===== config.mk =====
export PLATFORM = sky130hd
export DESIGN_NAME = emv_pdol_data_filler
export DESIGN_NICKNAME = d
export VERILOG_FILES = /design/src/hdl/epdf_pkg.sv /design/src/hdl/epdf_ctrl.sv /design/src/hdl/epdf_datapath.sv /design/src/hdl/emv_pdol_data_filler.sv
export SDC_FILE = /design/constraint.sdc
export NUM_CORES = 1
export LEC_CHECK = 0
export BUFFER_PORTS_ARGS = -buffer_cell sky130_fd_sc_hd__buf_2
export CORE_ASPECT_RATIO = 0.9
export CORE_UTILIZATION = 45
export CTS_CLUSTER_DIAMETER = 30
export DETAILED_ROUTE_END_ITERATION = 10
export GPL_TIMING_DRIVEN = 1
export HOLD_SLACK_MARGIN = 0.15
export PLACE_DENSITY = 0.65
export SLEW_MARGIN = 10
export SYNTH_ARGS = -nofsm -noshare
export SYNTH_HDL_FRONTEND = slang
export SYNTH_SLANG_ARGS = --single-unit

===== constraint.sdc =====
create_clock -name clk -period 3.96 [get_ports clk]
set_input_delay 0 -clock clk [delete_from_list [all_inputs] [get_ports clk]]
set_output_delay 0 -clock clk [all_outputs]
set_load 0.01 [all_outputs]

===== src/hdl/epdf_pkg.sv =====
// ----------------------------------------------------------------------------
// epdf_pkg
// shared types, constants and terminal data table of the pdol data filler
// ----------------------------------------------------------------------------
package epdf_pkg;

	localparam int MAX_RUN     = 64;
	localparam int CNT_W       = $clog2(MAX_RUN + 1);
	localparam int ENTRY_COUNT = 13;
	localparam int NO_MATCH    = 13;
	localparam int ENTRY_W     = 4;
	localparam int VAL_BYTES   = 6;
	localparam int VAL_W       = VAL_BYTES * 8;

	typedef struct packed {
		logic [7:0] list_byte;
		logic       list_end;
	} in_item_t;

	typedef struct packed {
		logic [7:0] fill_byte;
		logic       run_last;
		logic       truncated;
	} out_item_t;

	// controller to datapath
	typedef struct packed {
		logic accept;
		logic emit;
	} epdf_cmd_t;

	// datapath to controller
	typedef struct packed {
		logic run_start;
		logic run_done;
		logic out_free;
	} epdf_sts_t;

	// terminal data table, value bytes left aligned, zeros past the stored part
	localparam logic [15:0] ROM_TAG [ENTRY_COUNT] = '{
		16'h9F59, 16'h9F5A, 16'h9F58, 16'h9F66, 16'h9F02, 16'h9F03, 16'h9F1A,
		16'h5F2A, 16'h0095, 16'h009A, 16'h009C, 16'h0098, 16'h9F37
	};

	localparam logic [4:0] ROM_LEN [ENTRY_COUNT] = '{
		5'd3, 5'd1, 5'd1, 5'd4, 5'd6, 5'd6, 5'd2, 5'd2, 5'd5, 5'd3, 5'd1, 5'd20, 5'd4
	};

	localparam logic [VAL_W-1:0] ROM_VAL [ENTRY_COUNT] = '{
		48'hC8_80_00_00_00_00,
		48'h00_00_00_00_00_00,
		48'h01_00_00_00_00_00,
		48'h79_00_40_80_00_00,
		48'h00_00_00_10_00_00,
		48'h00_00_00_00_00_00,
		48'h01_24_00_00_00_00,
		48'h01_24_00_00_00_00,
		48'h00_00_00_00_00_00,
		48'h19_01_01_00_00_00,
		48'h00_00_00_00_00_00,
		48'h00_00_00_00_00_00,
		48'h82_3D_DE_7A_00_00
	};

	// first entry in table order whose tag matches, NO_MATCH otherwise
	function automatic logic [ENTRY_W-1:0] rom_lookup(input logic [15:0] tag);
		logic [ENTRY_W-1:0] r;
		r = ENTRY_W'(NO_MATCH);
		for (int j = ENTRY_COUNT - 1; j >= 0; j--) begin
			if (ROM_TAG[j] == tag) begin
				r = ENTRY_W'(j);
			end
		end
		return r;
	endfunction

	// byte idx of an entry's answer, zero past its end or for no match
	function automatic logic [7:0] rom_byte(input logic [ENTRY_W-1:0] entry,
		input logic [CNT_W-1:0] idx);
		logic [7:0]       r;
		logic [VAL_W-1:0] v;
		r = 8'h00;
		v = '0;
		if (entry < ENTRY_W'(ENTRY_COUNT)) begin
			v = ROM_VAL[entry];
			if (idx < CNT_W'(ROM_LEN[entry])) begin
				for (int i = 0; i < VAL_BYTES; i++) begin
					if (idx == CNT_W'(i)) begin
						r = v[(VAL_BYTES - 1 - i) * 8 +: 8];
					end
				end
			end
		end
		return r;
	endfunction

endpackage


===== src/hdl/epdf_ctrl.sv =====
// ----------------------------------------------------------------------------
// epdf_ctrl
// controller: takes list bytes while parsing, steps the datapath through a run
// ----------------------------------------------------------------------------
module epdf_ctrl import epdf_pkg::*; (
	input  logic      clk,
	input  logic      arst_n,
	input  logic      in_valid,
	output logic      in_stall,
	input  epdf_sts_t sts,
	output epdf_cmd_t cmd
);

	typedef enum logic [1:0] {
		ST_PARSE = 2'b01,
		ST_EMIT  = 2'b10
	} ctl_state_t;

	ctl_state_t state_q;
	ctl_state_t state_d;

	assign in_stall   = (state_q != ST_PARSE);
	assign cmd.accept = in_valid && (state_q == ST_PARSE);
	assign cmd.emit   = (state_q == ST_EMIT) && sts.out_free;

	always_comb begin
		state_d = state_q;
		case (state_q)
			ST_PARSE: begin
				if (cmd.accept && sts.run_start) begin
					state_d = ST_EMIT;
				end
			end
			ST_EMIT: begin
				if (cmd.emit && sts.run_done) begin
					state_d = ST_PARSE;
				end
			end
			default: state_d = ST_PARSE;
		endcase
	end

	always_ff @(posedge clk or negedge arst_n) begin
		if (!arst_n) begin
			state_q <= ST_PARSE;
		end else begin
			state_q <= state_d;
		end
	end

endmodule


===== src/hdl/epdf_datapath.sv =====
// ----------------------------------------------------------------------------
// epdf_datapath
// tag parser, table lookup, run counter and output register
// ----------------------------------------------------------------------------
module epdf_datapath import epdf_pkg::*; (
	input  logic      clk,
	input  logic      arst_n,
	input  in_item_t  in_data,
	input  epdf_cmd_t cmd,
	output epdf_sts_t sts,
	output logic      out_valid,
	input  logic      out_stall,
	output out_item_t out_data
);

	typedef enum logic [2:0] {
		PH_FIRST  = 3'b001,
		PH_SECOND = 3'b010,
		PH_LENGTH = 3'b100
	} phase_t;

	phase_t             phase_q;
	logic [ENTRY_W-1:0] matched_q;
	logic [7:0]         first_q;
	logic [ENTRY_W-1:0] run_entry_q;
	logic [CNT_W-1:0]   run_len_q;
	logic               run_trunc_q;
	logic [CNT_W-1:0]   idx_q;
	logic               out_valid_q;
	out_item_t          out_q;

	logic [ENTRY_W-1:0] short_hit;
	logic [ENTRY_W-1:0] long_hit;
	logic               over_cap;
	logic [CNT_W-1:0]   idx_next;

	assign short_hit = rom_lookup({8'h00, in_data.list_byte});
	assign long_hit  = rom_lookup({first_q, in_data.list_byte});
	assign over_cap  = (in_data.list_byte > 8'(MAX_RUN));
	assign idx_next  = idx_q + CNT_W'(1);

	assign sts.run_start = (phase_q == PH_LENGTH) && (in_data.list_byte != 8'h00);
	assign sts.run_done  = (idx_next == run_len_q);
	assign sts.out_free  = !out_valid_q || !out_stall;

	assign out_valid = out_valid_q;
	assign out_data  = out_q;

	// parse state
	always_ff @(posedge clk or negedge arst_n) begin
		if (!arst_n) begin
			phase_q   <= PH_FIRST;
			matched_q <= ENTRY_W'(NO_MATCH);
			first_q   <= 8'h00;
		end else if (cmd.accept) begin
			if (in_data.list_end) begin
				phase_q   <= PH_FIRST;
				matched_q <= ENTRY_W'(NO_MATCH);
				first_q   <= 8'h00;
			end else begin
				case (phase_q)
					PH_SECOND: begin
						matched_q <= long_hit;
						phase_q   <= PH_LENGTH;
					end
					PH_LENGTH: begin
						matched_q <= ENTRY_W'(NO_MATCH);
						phase_q   <= PH_FIRST;
					end
					default: begin
						if (short_hit != ENTRY_W'(NO_MATCH)) begin
							matched_q <= short_hit;
							phase_q   <= PH_LENGTH;
						end else begin
							first_q <= in_data.list_byte;
							phase_q <= PH_SECOND;
						end
					end
				endcase
			end
		end
	end

	// run setup and byte counter
	always_ff @(posedge clk) begin
		if (cmd.accept && (phase_q == PH_LENGTH)) begin
			run_entry_q <= matched_q;
			run_trunc_q <= over_cap;
			run_len_q   <= over_cap ? CNT_W'(MAX_RUN) : CNT_W'(in_data.list_byte);
			idx_q       <= '0;
		end else if (cmd.emit) begin
			idx_q <= idx_next;
		end
	end

	// output register
	always_ff @(posedge clk or negedge arst_n) begin
		if (!arst_n) begin
			out_valid_q <= 1'b0;
		end else if (cmd.emit) begin
			out_valid_q <= 1'b1;
		end else if (!out_stall) begin
			out_valid_q <= 1'b0;
		end
	end

	always_ff @(posedge clk) begin
		if (cmd.emit) begin
			out_q.fill_byte <= rom_byte(run_entry_q, idx_q);
			out_q.run_last  <= sts.run_done;
			out_q.truncated <= run_trunc_q;
		end
	end

endmodule


===== src/hdl/emv_pdol_data_filler.sv =====
// ----------------------------------------------------------------------------
// emv_pdol_data_filler
// builds the pdol data field from a card's tag-length list; when not stalled, one byte a cycle
// ----------------------------------------------------------------------------
//
//   channel   direction   payload      handshake
//   in        input       in_item_t    in_valid / in_stall
//   out       output      out_item_t   out_valid / out_stall
//
// a tag byte is taken and gives no transaction
// a length byte L starts a run of min(L, MAX_RUN) emitted bytes, counted by the run
// counter and sent through the single output register
// in_stall is high for the whole run; a zero length gives no run
// arst_n clears the parser to the first tag byte and empties the output register
// out_stall on a valid output holds the output register and pauses the run counter
//
module emv_pdol_data_filler import epdf_pkg::*; (
	input  logic      clk,
	input  logic      arst_n,
	input  logic      in_valid,
	output logic      in_stall,
	input  in_item_t  in_data,
	output logic      out_valid,
	input  logic      out_stall,
	output out_item_t out_data
);

	// command and status between controller and datapath
	epdf_cmd_t cmd;
	epdf_sts_t sts;

	// controller: parse state while taking bytes, emit state during a run
	epdf_ctrl u_ctrl (
		.clk      (clk),
		.arst_n   (arst_n),
		.in_valid (in_valid),
		.in_stall (in_stall),
		.sts      (sts),
		.cmd      (cmd)
	);

	// datapath: tag parser, table lookup, run counter, output register
	epdf_datapath u_datapath (
		.clk       (clk),
		.arst_n    (arst_n),
		.in_data   (in_data),
		.cmd       (cmd),
		.sts       (sts),
		.out_valid (out_valid),
		.out_stall (out_stall),
		.out_data  (out_data)
	);

	// a length byte that starts a run blocks the next input transaction
	a_run_blocks_input: assert property (@(posedge clk) disable iff (!arst_n)
		(in_valid && !in_stall && sts.run_start) |=> in_stall)
		else $error("input taken right after a run started");

	// a stalled output transaction stays valid and keeps its payload
	a_out_hold: assert property (@(posedge clk) disable iff (!arst_n)
		(out_valid && out_stall) |=> (out_valid && $stable(out_data)))
		else $error("stalled output transaction changed");

	// no byte is emitted while the block is taking list bytes, unless held over
	a_no_emit_idle: assert property (@(posedge clk) disable iff (!arst_n)
		(!in_stall && !out_valid) |=> !out_valid || $past(in_valid && sts.run_start))
		else $error("output byte appeared without a run");

endmodule

==> out/metrics.yaml, run 1 <==
numCtsBuffers: 5
synth_edf_count: 22
drt-pass1-iter-count: 4
ys_seq_elements: 47
path_clk_slew_ps: 90
slew_violations: 0
antenna_found_initial: 0
drt_iter0_markers: 115
rows: 26
async_flop_share: 0.383
clock-sinks: 47
synth_area_leaders: "edfxtp_1 24%, dfrtp_1 12%, dfxtp_1 5.0%"
grt_usage: 0.187
yosysMostFrequentCell: "nor2_1"
cellPowerDensity_nw_per_um2: 303
wl_per_cell_um: 14.1
skew_ps: 11.9
p_leak_uw: 0.00127
drt-total-wl_um: 5580
ys_seq_area_frac: 0.450
worst_setup_path_end_kind: "flip-flop"
slew_headroom: 0.625
drc_errors: 0
synthCells: 296
post-route-min-period_ps: 2530
worst_setup_path_start_kind: "flip-flop"
grt_pass1_wl_um: 9720
start_util: 0.480
cts_buffer_depth: 2
min_period_over_period: 0.638
io_pins: 25
drtAntennaViolNets: 0
synth_fp_nets: 319
diodes: 0
insertion_delay_ps: 300
synth.avg_cell_area_um2: 9.44
final_layout_size_suffix_gt1_frac: 0.138
clockRootBuffer: "clkbuf_8"
power_frac_clock: 0.314
vdd_drop_max_uv: 192
nets: 349
status: "finished clean"
arrival_ps: 2660
gp_congestion: 0.862
hold_viol: 0
setup_viol: 0
grt_overflow: 0
maxCapViolations: 0
ff2ff_path_depth: 9
power.switching_uw: 237
fin_setup_tns_ps: 0
viasPerCell: 5.58
cts_tree: "built"
dpl_worst_slack_ps: 1440
cts.htree.levels: 2
ys_top_cells_by_count: "35 x nor2_1, 24 x nand2_1, 22 x edfxtp_1"
grt_pass1_vias: 2104
seqPwrFrac: 0.574
hp-class: "input port to asynchronous set/reset pin"
die_x_um: 85.1
netlist-cell-type-count: 56
regToRegEndpoint: "u_datapath.out_data[4]$_SDFFCE_PP0P_"
worst_pin_slew_ps: 561
yosysWarnings: 0
portBuffers: 24
worstReg2RegStart: "u_datapath.run_entry_q[3]$_DFFE_PP_"
synth_top_area_share: 0.236
hpwl_um: 4040
worstPathMaxFanout: 18
vias: 2214
grt_max_degree: 21
critPathKind: "flip-flop to flip-flop"
core-area_um2: 5820
die-area_um2: 6530
synth_top_cell_by_area: "edfxtp_1"
setup_slack_ps: 1430
ff2ff_setup_slack_ps: 1430
clock.fmax_mhz: 396
p_int_uw: 724
netlist_area_um2: 2790
critPathRequiredTime_ps: 4100
area_growth_pct: 13.4
synthFlopType: "edfxtp_1"
comb_power_share: 0.112
rsz0062_at_grt: "no"
switching_share: 0.247
die_h_um: 76.8
-- layout make-up --
| type | count | area, µm² |
|---|---|---|
| fill | 535 | 2650 |
| multi-input combinational | 221 | 1420 |
| sequential | 47 | 1260 |
| timing repair buffer | 38 | 258 |
| tap | 70 | 87.6 |
| clock buffer | 6 | 82.6 |
| inverter | 13 | 48.8 |
| clock inverter | 2 | 11.3 |
-- timing repair --
item / CTS / global route
setup buffers: 0 / 0
hold buffers: 13 / 0
endpoints found under the hold margin: 37 / 0
resized for setup: 0 / 0
-- worst max-delay path: stages (launching register included) --
cell	delay (ps)
edfxtp_1	660
nand2_1	150
nor2_1	190
nor2_1	80
ha_1	270
o31a_1	100
o21a_1	180
o31ai_2	190
o2111ai_2	250
nor4_2	290
-- worst max-delay path by stage --
| stage | startpoint | to | slack, ps | cells past startpoint |
|---|---|---|---|---|
| 4_1_cts | u_datapath.run_entry_q[1]$_DFFE_PP_ | u_datapath.out_data[4]$_SDFFCE_PP0P_ | 1410 | 11 |
| 5_1_grt | u_datapath.run_entry_q[3]$_DFFE_PP_ | u_datapath.out_data[4]$_SDFFCE_PP0P_ | 1210 | 9 |
| 2_1_floorplan | u_datapath.run_entry_q[3]$_DFFE_PP_ | u_datapath.out_data[4]$_SDFFCE_PP0P_ | 1610 | 10 |
| 3_5_place_dp | u_datapath.run_entry_q[1]$_DFFE_PP_ | u_datapath.out_data[4]$_SDFFCE_PP0P_ | 1440 | 11 |
| 6_report | u_datapath.run_entry_q[3]$_DFFE_PP_ | u_datapath.out_data[4]$_SDFFCE_PP0P_ | 1430 | 9 |
| 3_3_place_gp | u_datapath.run_entry_q[3]$_DFFE_PP_ | u_datapath.out_data[4]$_SDFFCE_PP0P_ | 1510 | 9 |
-- flip-flops by register name, indices dropped and copies added, names as in the netlist --
register	cells
u_datapath.out_data	10
u_datapath.first_q	8
u_datapath.idx_q	7
u_datapath.run_len_q	7
u_datapath.matched_q	4
u_datapath.run_entry_q	4
u_datapath.phase_q	3
u_ctrl.state_q	2
u_datapath.out_valid	1
u_datapath.run_trunc_q	1
-- cell families (layout without fill, tap and decap cells) --
kind of cell,after synthesis,count (layout),synth area share
xor gates and xnor gates,15,15,0.0470
DFF,47,47,0.450
and+or+nand+nor,122,122,0.235
AOI/OAI and AO/OA,74,74,0.183
adders and majority gates,10,10,0.0448
buffers and inverters,28,59,0.0403
-- stage by stage --
| step | instances | utilization | total power, µW | instance area, µm² | hold slack (ps) |
|---|---|---|---|---|---|
| 2_1_floorplan | 296 | - | 629 | 2790 | -296 |
| 3_3_place_gp | 376 | 0.506 | 658 | 2950 | -45.8 |
| 3_5_place_dp | 376 | 0.506 | 659 | 2950 | -47.8 |
| 4_1_cts | 397 | 0.544 | 971 | 3170 | 155 |
| 5_1_grt | 397 | 0.544 | 1010 | 3170 | 194 |
| 6_report | 397 | 0.544 | 961 | 3170 | 149 |
-- cells in the final DEF, fill, tap and decap left out, types with 7 or more instances in the layout --
cell / instances
nand2b_1: 8
buf_2: 24
xnor2_1: 8
ha_1: 10
nor4_1: 7
dfxtp_1: 7
a22o_1: 8
inv_1: 13
nand2_1: 24
a21oi_1: 20
nor3_1: 7
edfxtp_1: 22
dlygate4sd3_1: 13
xor2_1: 7
nor2_1: 35
o21ai_0: 13
dfrtp_1: 13
-- power by group through the flow --
stage | clock [µW] | combinational [µW] | sequential, µW
after detailed placement | 0 | 97.5 | 561
after global placement | 0 | 96.6 | 561
after CTS | 311 | 109 | 551
final | 301 | 108 | 551
after floorplan | 0 | 74.9 | 555
after global routing | 331 | 122 | 555
-- metal layers --
layer / track usage / part of all wire / vias to the layer above
li1: - / - / 1129
met1: 0.250 / 0.49 / 1035
met2: 0.307 / 0.47 / 45
met5: 0 / 0 / -
met4: 0.0610 / 0.0088 / 0
met3: 0.0323 / 0.032 / 5
(Power assumes the default switching activity.)
==> run 2: changes to the inputs <==
--- a/config.mk
+++ b/config.mk
@@ -12,7 +12,7 @@
 export DETAILED_ROUTE_END_ITERATION = 10
 export GPL_TIMING_DRIVEN = 1
 export HOLD_SLACK_MARGIN = 0.15
-export PLACE_DENSITY = 0.65
+export PLACE_DENSITY = 0.68
 export SLEW_MARGIN = 10
 export SYNTH_ARGS = -nofsm -noshare
 export SYNTH_HDL_FRONTEND = slang
==> constraint.sdc (replaced) <==
create_clock -name clk -period 2 [get_ports clk]
set_input_delay 0 -clock clk [delete_from_list [all_inputs] [get_ports clk]]
set_output_delay 0 -clock clk [all_outputs]
set_load 0.01 [all_outputs]
==> run 2 against run 1 <==
The run now ends with negative setup slack left. Count of clock-buffer cells in the layout grew 1. Sequential share of layout area shrank 3.4 points. First-iteration DRC count shrank 30%. Cell count grew 6.8%. Power grew 100%. Routed wire length grew 13%. Critical path depth grew 2. Non-clock buffer count grew 27. Largest power group unchanged.
==> out/metrics.yaml, run 2 (synthesized netlist as in run 1, its figures left out) <==
grt_max_degree: 19
final_layout_size_suffix_gt1_frac: 0.243
portBuffers: 24
die_x_um: 85.1
setup_slack_ps: -377
use_met1: 0.257
gp_congestion: 0.877
final_common_cell: "nor2_1"
diodes: 0
most-common-layout-cells: "32 x nor2_1, 28 x buf_4, 24 x buf_2, 23 x nand2_1, 22 x edfxtp_1"
violations: "negative setup slack"
critPathKind: "flip-flop to flip-flop"
drt-pass1-iter-count: 5
grt_pass1_wl_um: 10500
grt_pass1_vias: 2308
insertion_delay_ps: 310
status: "finished with violations"
cts_tree: "built"
rsz0062_at_grt: "yes"
fin_setup_tns_ps: -2710
io_pins: 25
largest_reg_flops: 10
regToRegEndpoint: "u_datapath.out_data[4]$_SDFFCE_PP0P_"
top_usage_layer: "met2"
crit_chain: "inv_2 > ha_4 > nand2_2 > nor2_2 > nor2_1 > ha_1 > o31a_1 > o21a_1 > o31ai_4 > o2111ai_4 > nor4_2"
numCtsBuffers: 5
met2_usage: 0.348
grt_usage: 0.201
hpwl_um: 4360
grt_overflow: 0
clock.fmax_mhz: 421
worst_setup_path_end_kind: "flip-flop"
drt_iter0_markers: 81
critPathRequiredTime_ps: 2140
worst_path_max_delay_cell: "edfxtp_1"
nets: 376
hp-class: "input port to asynchronous set/reset pin"
rows: 26
ff2ff_setup_slack_ps: -380
path_clk_slew_ps: 90
arrival_ps: 2520
drtAntennaViolNets: 0
worstReg2RegStart: "u_datapath.run_entry_q[1]$_DFFE_PP_"
setup_viol: 8
place_inst: 398
drt-total-wl_um: 6300
wl_per_cell_um: 14.9
cellPowerDensity_nw_per_um2: 554
crit_path_max_incr_delay_ps: 400
post-route-min-period_ps: 2380
start_util: 0.480
antenna_found_initial: 0
slew_headroom: 0.687
crit_cells: 11
area_growth_pct: 24.2
skew_ps: 12.8
clockRootBuffer: "clkbuf_8"
viasPerCell: 5.67
vias: 2404
die_h_um: 76.8
maxCapViolations: 0
cts_buffer_depth: 2
worst_setup_path_start_kind: "flip-flop"
hold_viol: 0
min_period_over_period: 1.19
core-area_um2: 5820
cts.htree.levels: 2
ff2ff_path_depth: 11
cpLargestDelayFamily: "compound AO/OA/AOI/OAI gates"
cp_num_buf_inv: 1
worst_pin_slew_ps: 465
use_met3: 0.0355
vdd_drop_max_uv: 324
worstPathMaxFanout: 5
drc_errors: 0
slew_violations: 0
final-instance-count-excl-fill: 424
clock-sinks: 47
die-area_um2: 6530
p_leak_uw: 0.00141
-- run 2: timing repair --
action | CTS | global route
resized for setup | 15 | 3
pin swaps | 2 | 4
endpoints found under the setup margin | 8 | 10
hold buffers | 13 | 0
setup buffers | 2 | 3
endpoints found under the hold margin | 37 | 0
-- run 2: final cells by class --
cell class / count / area (µm²)
fill: 495 / 2350
clock inverter: 1 / 5.00
tap: 70 / 87.6
inverter: 13 / 48.8
timing repair buffer: 65 / 460
multi-input combinational: 221 / 1530
clock buffer: 7 / 86.3
sequential: 47 / 1260
-- run 2: worst max-delay path by stage --
stage                                                   start                                    to  slack, ps
after floorplan           u_datapath.run_entry_q[1]$_DFFE_PP_  u_datapath.out_data[3]$_SDFFCE_PP0P_       -200
final                     u_datapath.run_entry_q[1]$_DFFE_PP_  u_datapath.out_data[4]$_SDFFCE_PP0P_       -380
after detailed placement  u_datapath.run_entry_q[1]$_DFFE_PP_  u_datapath.out_data[9]$_SDFFCE_PP0P_       -380
after global routing      u_datapath.run_entry_q[1]$_DFFE_PP_  u_datapath.out_data[4]$_SDFFCE_PP0P_       -490
after global placement    u_datapath.run_entry_q[0]$_DFFE_PP_  u_datapath.out_data[3]$_SDFFCE_PP0P_       -290
after CTS                 u_datapath.run_entry_q[0]$_DFFE_PP_  u_datapath.out_data[9]$_SDFFCE_PP0P_       -320
-- run 2: worst register-to-register path, stage by stage (launching register included) --
cell       delay [ps]
edfxtp_1          400
inv_2             130
ha_4              150
nand2_2            60
nor2_2            130
nor2_1             60
ha_1              270
o31a_1            110
o21a_1            210
o31ai_4           220
o2111ai_4         200
nor4_2            290
-- run 2: per-layer routing --
layer	wire length, µm	part of all wire
met4	60	0.0095
met2	3200	0.51
met1	2870	0.45
met3	181	0.029
met5	0	0
-- run 2: per-stage QoR --
step	power, µW	setup slack (ps)	hold WS, ps	cell area, µm²	utilization
after floorplan	1250	-201	-296	2810	-
after global placement	1310	-294	-47.9	3120	0.536
after detailed placement	1320	-382	-41.1	3120	0.536
after CTS	1940	-316	164	3430	0.589
after global routing	2010	-487	204	3470	0.596
final	1920	-377	155	3470	0.596
-- run 2: report_power, final --
part,total (µW),leakage [µW],internal (µW),switching (µW)
combinational,230,0.000880,110,120
sequential,1090,0.000481,1060,36.1
clock,599,0.0000482,279,320
==> run 3: changes to the inputs <==
--- a/config.mk
+++ b/config.mk
@@ -12,8 +12,9 @@
 export DETAILED_ROUTE_END_ITERATION = 10
 export GPL_TIMING_DRIVEN = 1
 export HOLD_SLACK_MARGIN = 0.15
-export PLACE_DENSITY = 0.68
+export PLACE_DENSITY = 0.67
 export SLEW_MARGIN = 10
 export SYNTH_ARGS = -nofsm -noshare
 export SYNTH_HDL_FRONTEND = slang
+export SYNTH_HIERARCHICAL = 1
 export SYNTH_SLANG_ARGS = --single-unit
==> run 3 against run 2 <==
Clock skew shrank 5.6 ps. Sequential power about the same. Flip-flop and latch count unchanged. Final area increased by 7.8%. Critical endpoint is now u_datapath/out_data[4]$_SDFFCE_PP0P_. Area after synthesis is 7.1% higher. The flow still finishes with violations (negative setup slack).
==> out/metrics.yaml, run 3 <==
drt-total-wl_um: 6930
p_total_uw: 2340
clockRootBuffer: "clkbuf_8"
slew_headroom: 0.724
nets: 388
io_pins: 25
yosysMostFrequentCell: "nor2_1"
clock.fmax_mhz: 436
synth_top_area_share: 0.221
final-seq-area_um2: 1260
vias: 2609
p_leak_uw: 0.00148
die-area_um2: 6980
final-instance-count-excl-fill: 453
synth_edf_count: 22
status: "finished with violations"
hpwl_um: 4930
clock-sinks: 47
place_inst: 433
netlist-cell-type-count: 72
critPathRequiredTime_ps: 2130
path_clk_slew_ps: 100
cpLargestDelayFamily: "compound AO/OA/AOI/OAI gates"
cts_tree: "built"
most-common-layout-cells: "40 x buf_4, 28 x nor2_1, 24 x buf_2, 22 x edfxtp_1, 20 x nand2_1"
nFillCells: 559
grt_usage: 0.218
ys_seq_elements: 47
setup_viol: 8
crit_chain: "inv_1 > ha_2 > o31ai_2 > ha_1 > o31a_1 > o21a_1 > o31ai_4 > o2111ai_4 > nor4_1"
power.switching_uw: 640
worstPathMaxFanout: 8
vdd_drop_max_uv: 366
hold_viol: 0
largest_reg_flops: 10
synth_top_cell_by_area: "edfxtp_1"
viasPerCell: 5.76
async_flop_share: 0.383
area_growth_pct: 25.0
synthFlopType: "edfxtp_1"
grt_pass1_wl_um: 11900
grt_max_degree: 20
cts.htree.levels: 2
grt_pass1_vias: 2497
worst_pin_slew_ps: 412
cellPowerDensity_nw_per_um2: 624
switching_share: 0.274
synth_area_leaders: "edfxtp_1 22%, dfrtp_1 11%, dfxtp_1 4.7%"
arrival_ps: 2430
comb_power_share: 0.198
rsz0062_at_grt: "yes"
cp_num_buf_inv: 1
numCtsBuffers: 5
multiInputGateArea_um2: 1680
gp_congestion: 0.899
grt_overflow: 0
final_util: 0.596
worst_setup_path_start_kind: "flip-flop"
synth_fp_nets: 326
core-area_um2: 6280
drtAntennaViolNets: 0
ys_top_cells_by_count: "29 x nor2_1, 22 x edfxtp_1, 21 x nand2_1"
synth.avg_cell_area_um2: 9.88
worstReg2RegStart: "u_datapath/run_entry_q[0]$_DFFE_PP_"
power_frac_clock: 0.323
final_layout_size_suffix_gt1_frac: 0.298
synthCells: 303
p_int_uw: 1700
insertion_delay_ps: 300
die_x_um: 88.0
diodes: 0
rows: 27
yosysWarnings: 6
netlist_area_um2: 2990
regToRegEndpoint: "u_datapath/out_data[4]$_SDFFCE_PP0P_"
final_common_cell: "buf_4"
antenna_found_initial: 0
start_util: 0.476
worst_setup_path_end_kind: "flip-flop"
portBuffers: 24
crit_path_max_incr_delay_ps: 440
worst_path_max_delay_cell: "edfxtp_1"
drt-pass1-iter-count: 4
drt_iter0_markers: 139
ff2ff_setup_slack_ps: -290
die_h_um: 79.4
violations: "negative setup slack"
min_period_over_period: 1.15
critPathKind: "flip-flop to flip-flop"
wl_per_cell_um: 15.3
ys_seq_area_frac: 0.420
maxCapViolations: 0
post-route-min-period_ps: 2290
slew_violations: 0
drc_errors: 0
cts_buffer_depth: 2
setup_slack_ps: -293
ff2ff_path_depth: 9
hp-class: "input port to asynchronous set/reset pin"
skew_ps: 7.18
seqPwrFrac: 0.478
## run 3: cell types whose count changed in the layout (fill, tap and decap cells not counted), moves of 4 or more
cell and delta:
buf_4 +12, a21oi_1 -10, a22o_1 -8, o2bb2ai_1 +8, a22oi_1 +6, dlygate4sd3_1 -6, nor4_1 -6, nor2_1 -4
nor3_1 -4
## run 3: area by class of cell
type | instances | share of cell area
Multi-Input combinational cell | 226 | 0.450
Sequential cell | 47 | 0.337
Timing Repair Buffer | 72 | 0.136
Clock buffer | 7 | 0.0318
Tap cell | 87 | 0.0291
Inverter | 13 | 0.0130
Clock inverter | 1 | 0.00301
## run 3: worst reg2reg max path, stage by stage (launching register included)
cell and delay [ps]:
edfxtp_1 440, inv_1 70, ha_2 200, o31ai_2 200, ha_1 270, o31a_1 110
o21a_1 200, o31ai_4 200, o2111ai_4 220, nor4_1 210
## run 3: layer usage
metal / wire [µm] / part of all wire / up-vias / track usage
met3: 332 / 0.048 / 9 / 0.0353
met4: 74 / 0.011 / 0 / 0.0770
met5: 0 / 0 / - / 0
met1: 3530 / 0.51 / 1248 / 0.324
li1: - / - / 1271 / -
met2: 3000 / 0.43 / 81 / 0.315
## run 3: through the flow
stage	TNS, ps	worst slack, ps	cell area (µm²)	hold WS [ps]
after floorplan	-1070	-172	3020	-296
after global placement	-1450	-230	3450	-44.7
after detailed placement	-2090	-320	3450	-36.8
after CTS	-1710	-251	3710	150
after global routing	-3090	-418	3740	181
final	-1960	-293	3740	152
## run 3: timing repair
item,CTS,global route
setup endpoints to repair,9,10
hold buffers,7,0
gates resized for setup,9,4
setup buffers,2,3
pin swaps,5,4
hold endpoints to repair,32,0
## run 3: how the worst max path moves through the flow
stage | from | endpoint | slack (ps) | cells after the start
after detailed placement | u_datapath/run_entry_q[1]$_DFFE_PP_ | u_datapath/out_data[6]$_SDFFCE_PP0P_ | -320 | 11
after global routing | u_datapath/run_entry_q[0]$_DFFE_PP_ | u_datapath/out_data[9]$_SDFFCE_PP0P_ | -420 | 9
after floorplan | u_datapath/run_entry_q[1]$_DFFE_PP_ | u_datapath/out_data[3]$_SDFFCE_PP0P_ | -170 | 11
after CTS | u_datapath/run_entry_q[0]$_DFFE_PP_ | u_datapath/out_data[4]$_SDFFCE_PP0P_ | -250 | 9
final | u_datapath/run_entry_q[0]$_DFFE_PP_ | u_datapath/out_data[4]$_SDFFCE_PP0P_ | -290 | 9
after global placement | u_datapath/run_entry_q[1]$_DFFE_PP_ | u_datapath/out_data[4]$_SDFFCE_PP0P_ | -230 | 11
## run 3: power by group through the flow
| stage | sequential, µW | combinational [µW] | clock [µW] |
|---|---|---|---|
| floorplan | 1120 | 294 | 0 |
| global placement | 1130 | 430 | 0 |
| detailed placement | 1130 | 441 | 0 |
| CTS | 1120 | 455 | 780 |
| global route | 1130 | 511 | 825 |
| finish | 1120 | 463 | 755 |
## run 3: kinds of logic (layout without fill, tap and decap cells)
group | Yosys count | count (layout) | share of synthesized area
flip-flops | 47 | 47 | 0.420
adder cells (fa/ha/maj) | 10 | 10 | 0.0418
AND/OR/NAND/NOR | 117 | 117 | 0.236
AO/OA/AOI/OAI | 82 | 82 | 0.209
XOR/XNOR | 15 | 15 | 0.0439
buffers and inverters | 30 | 93 | 0.0426
multiplexers | 2 | 2 | 0.00669
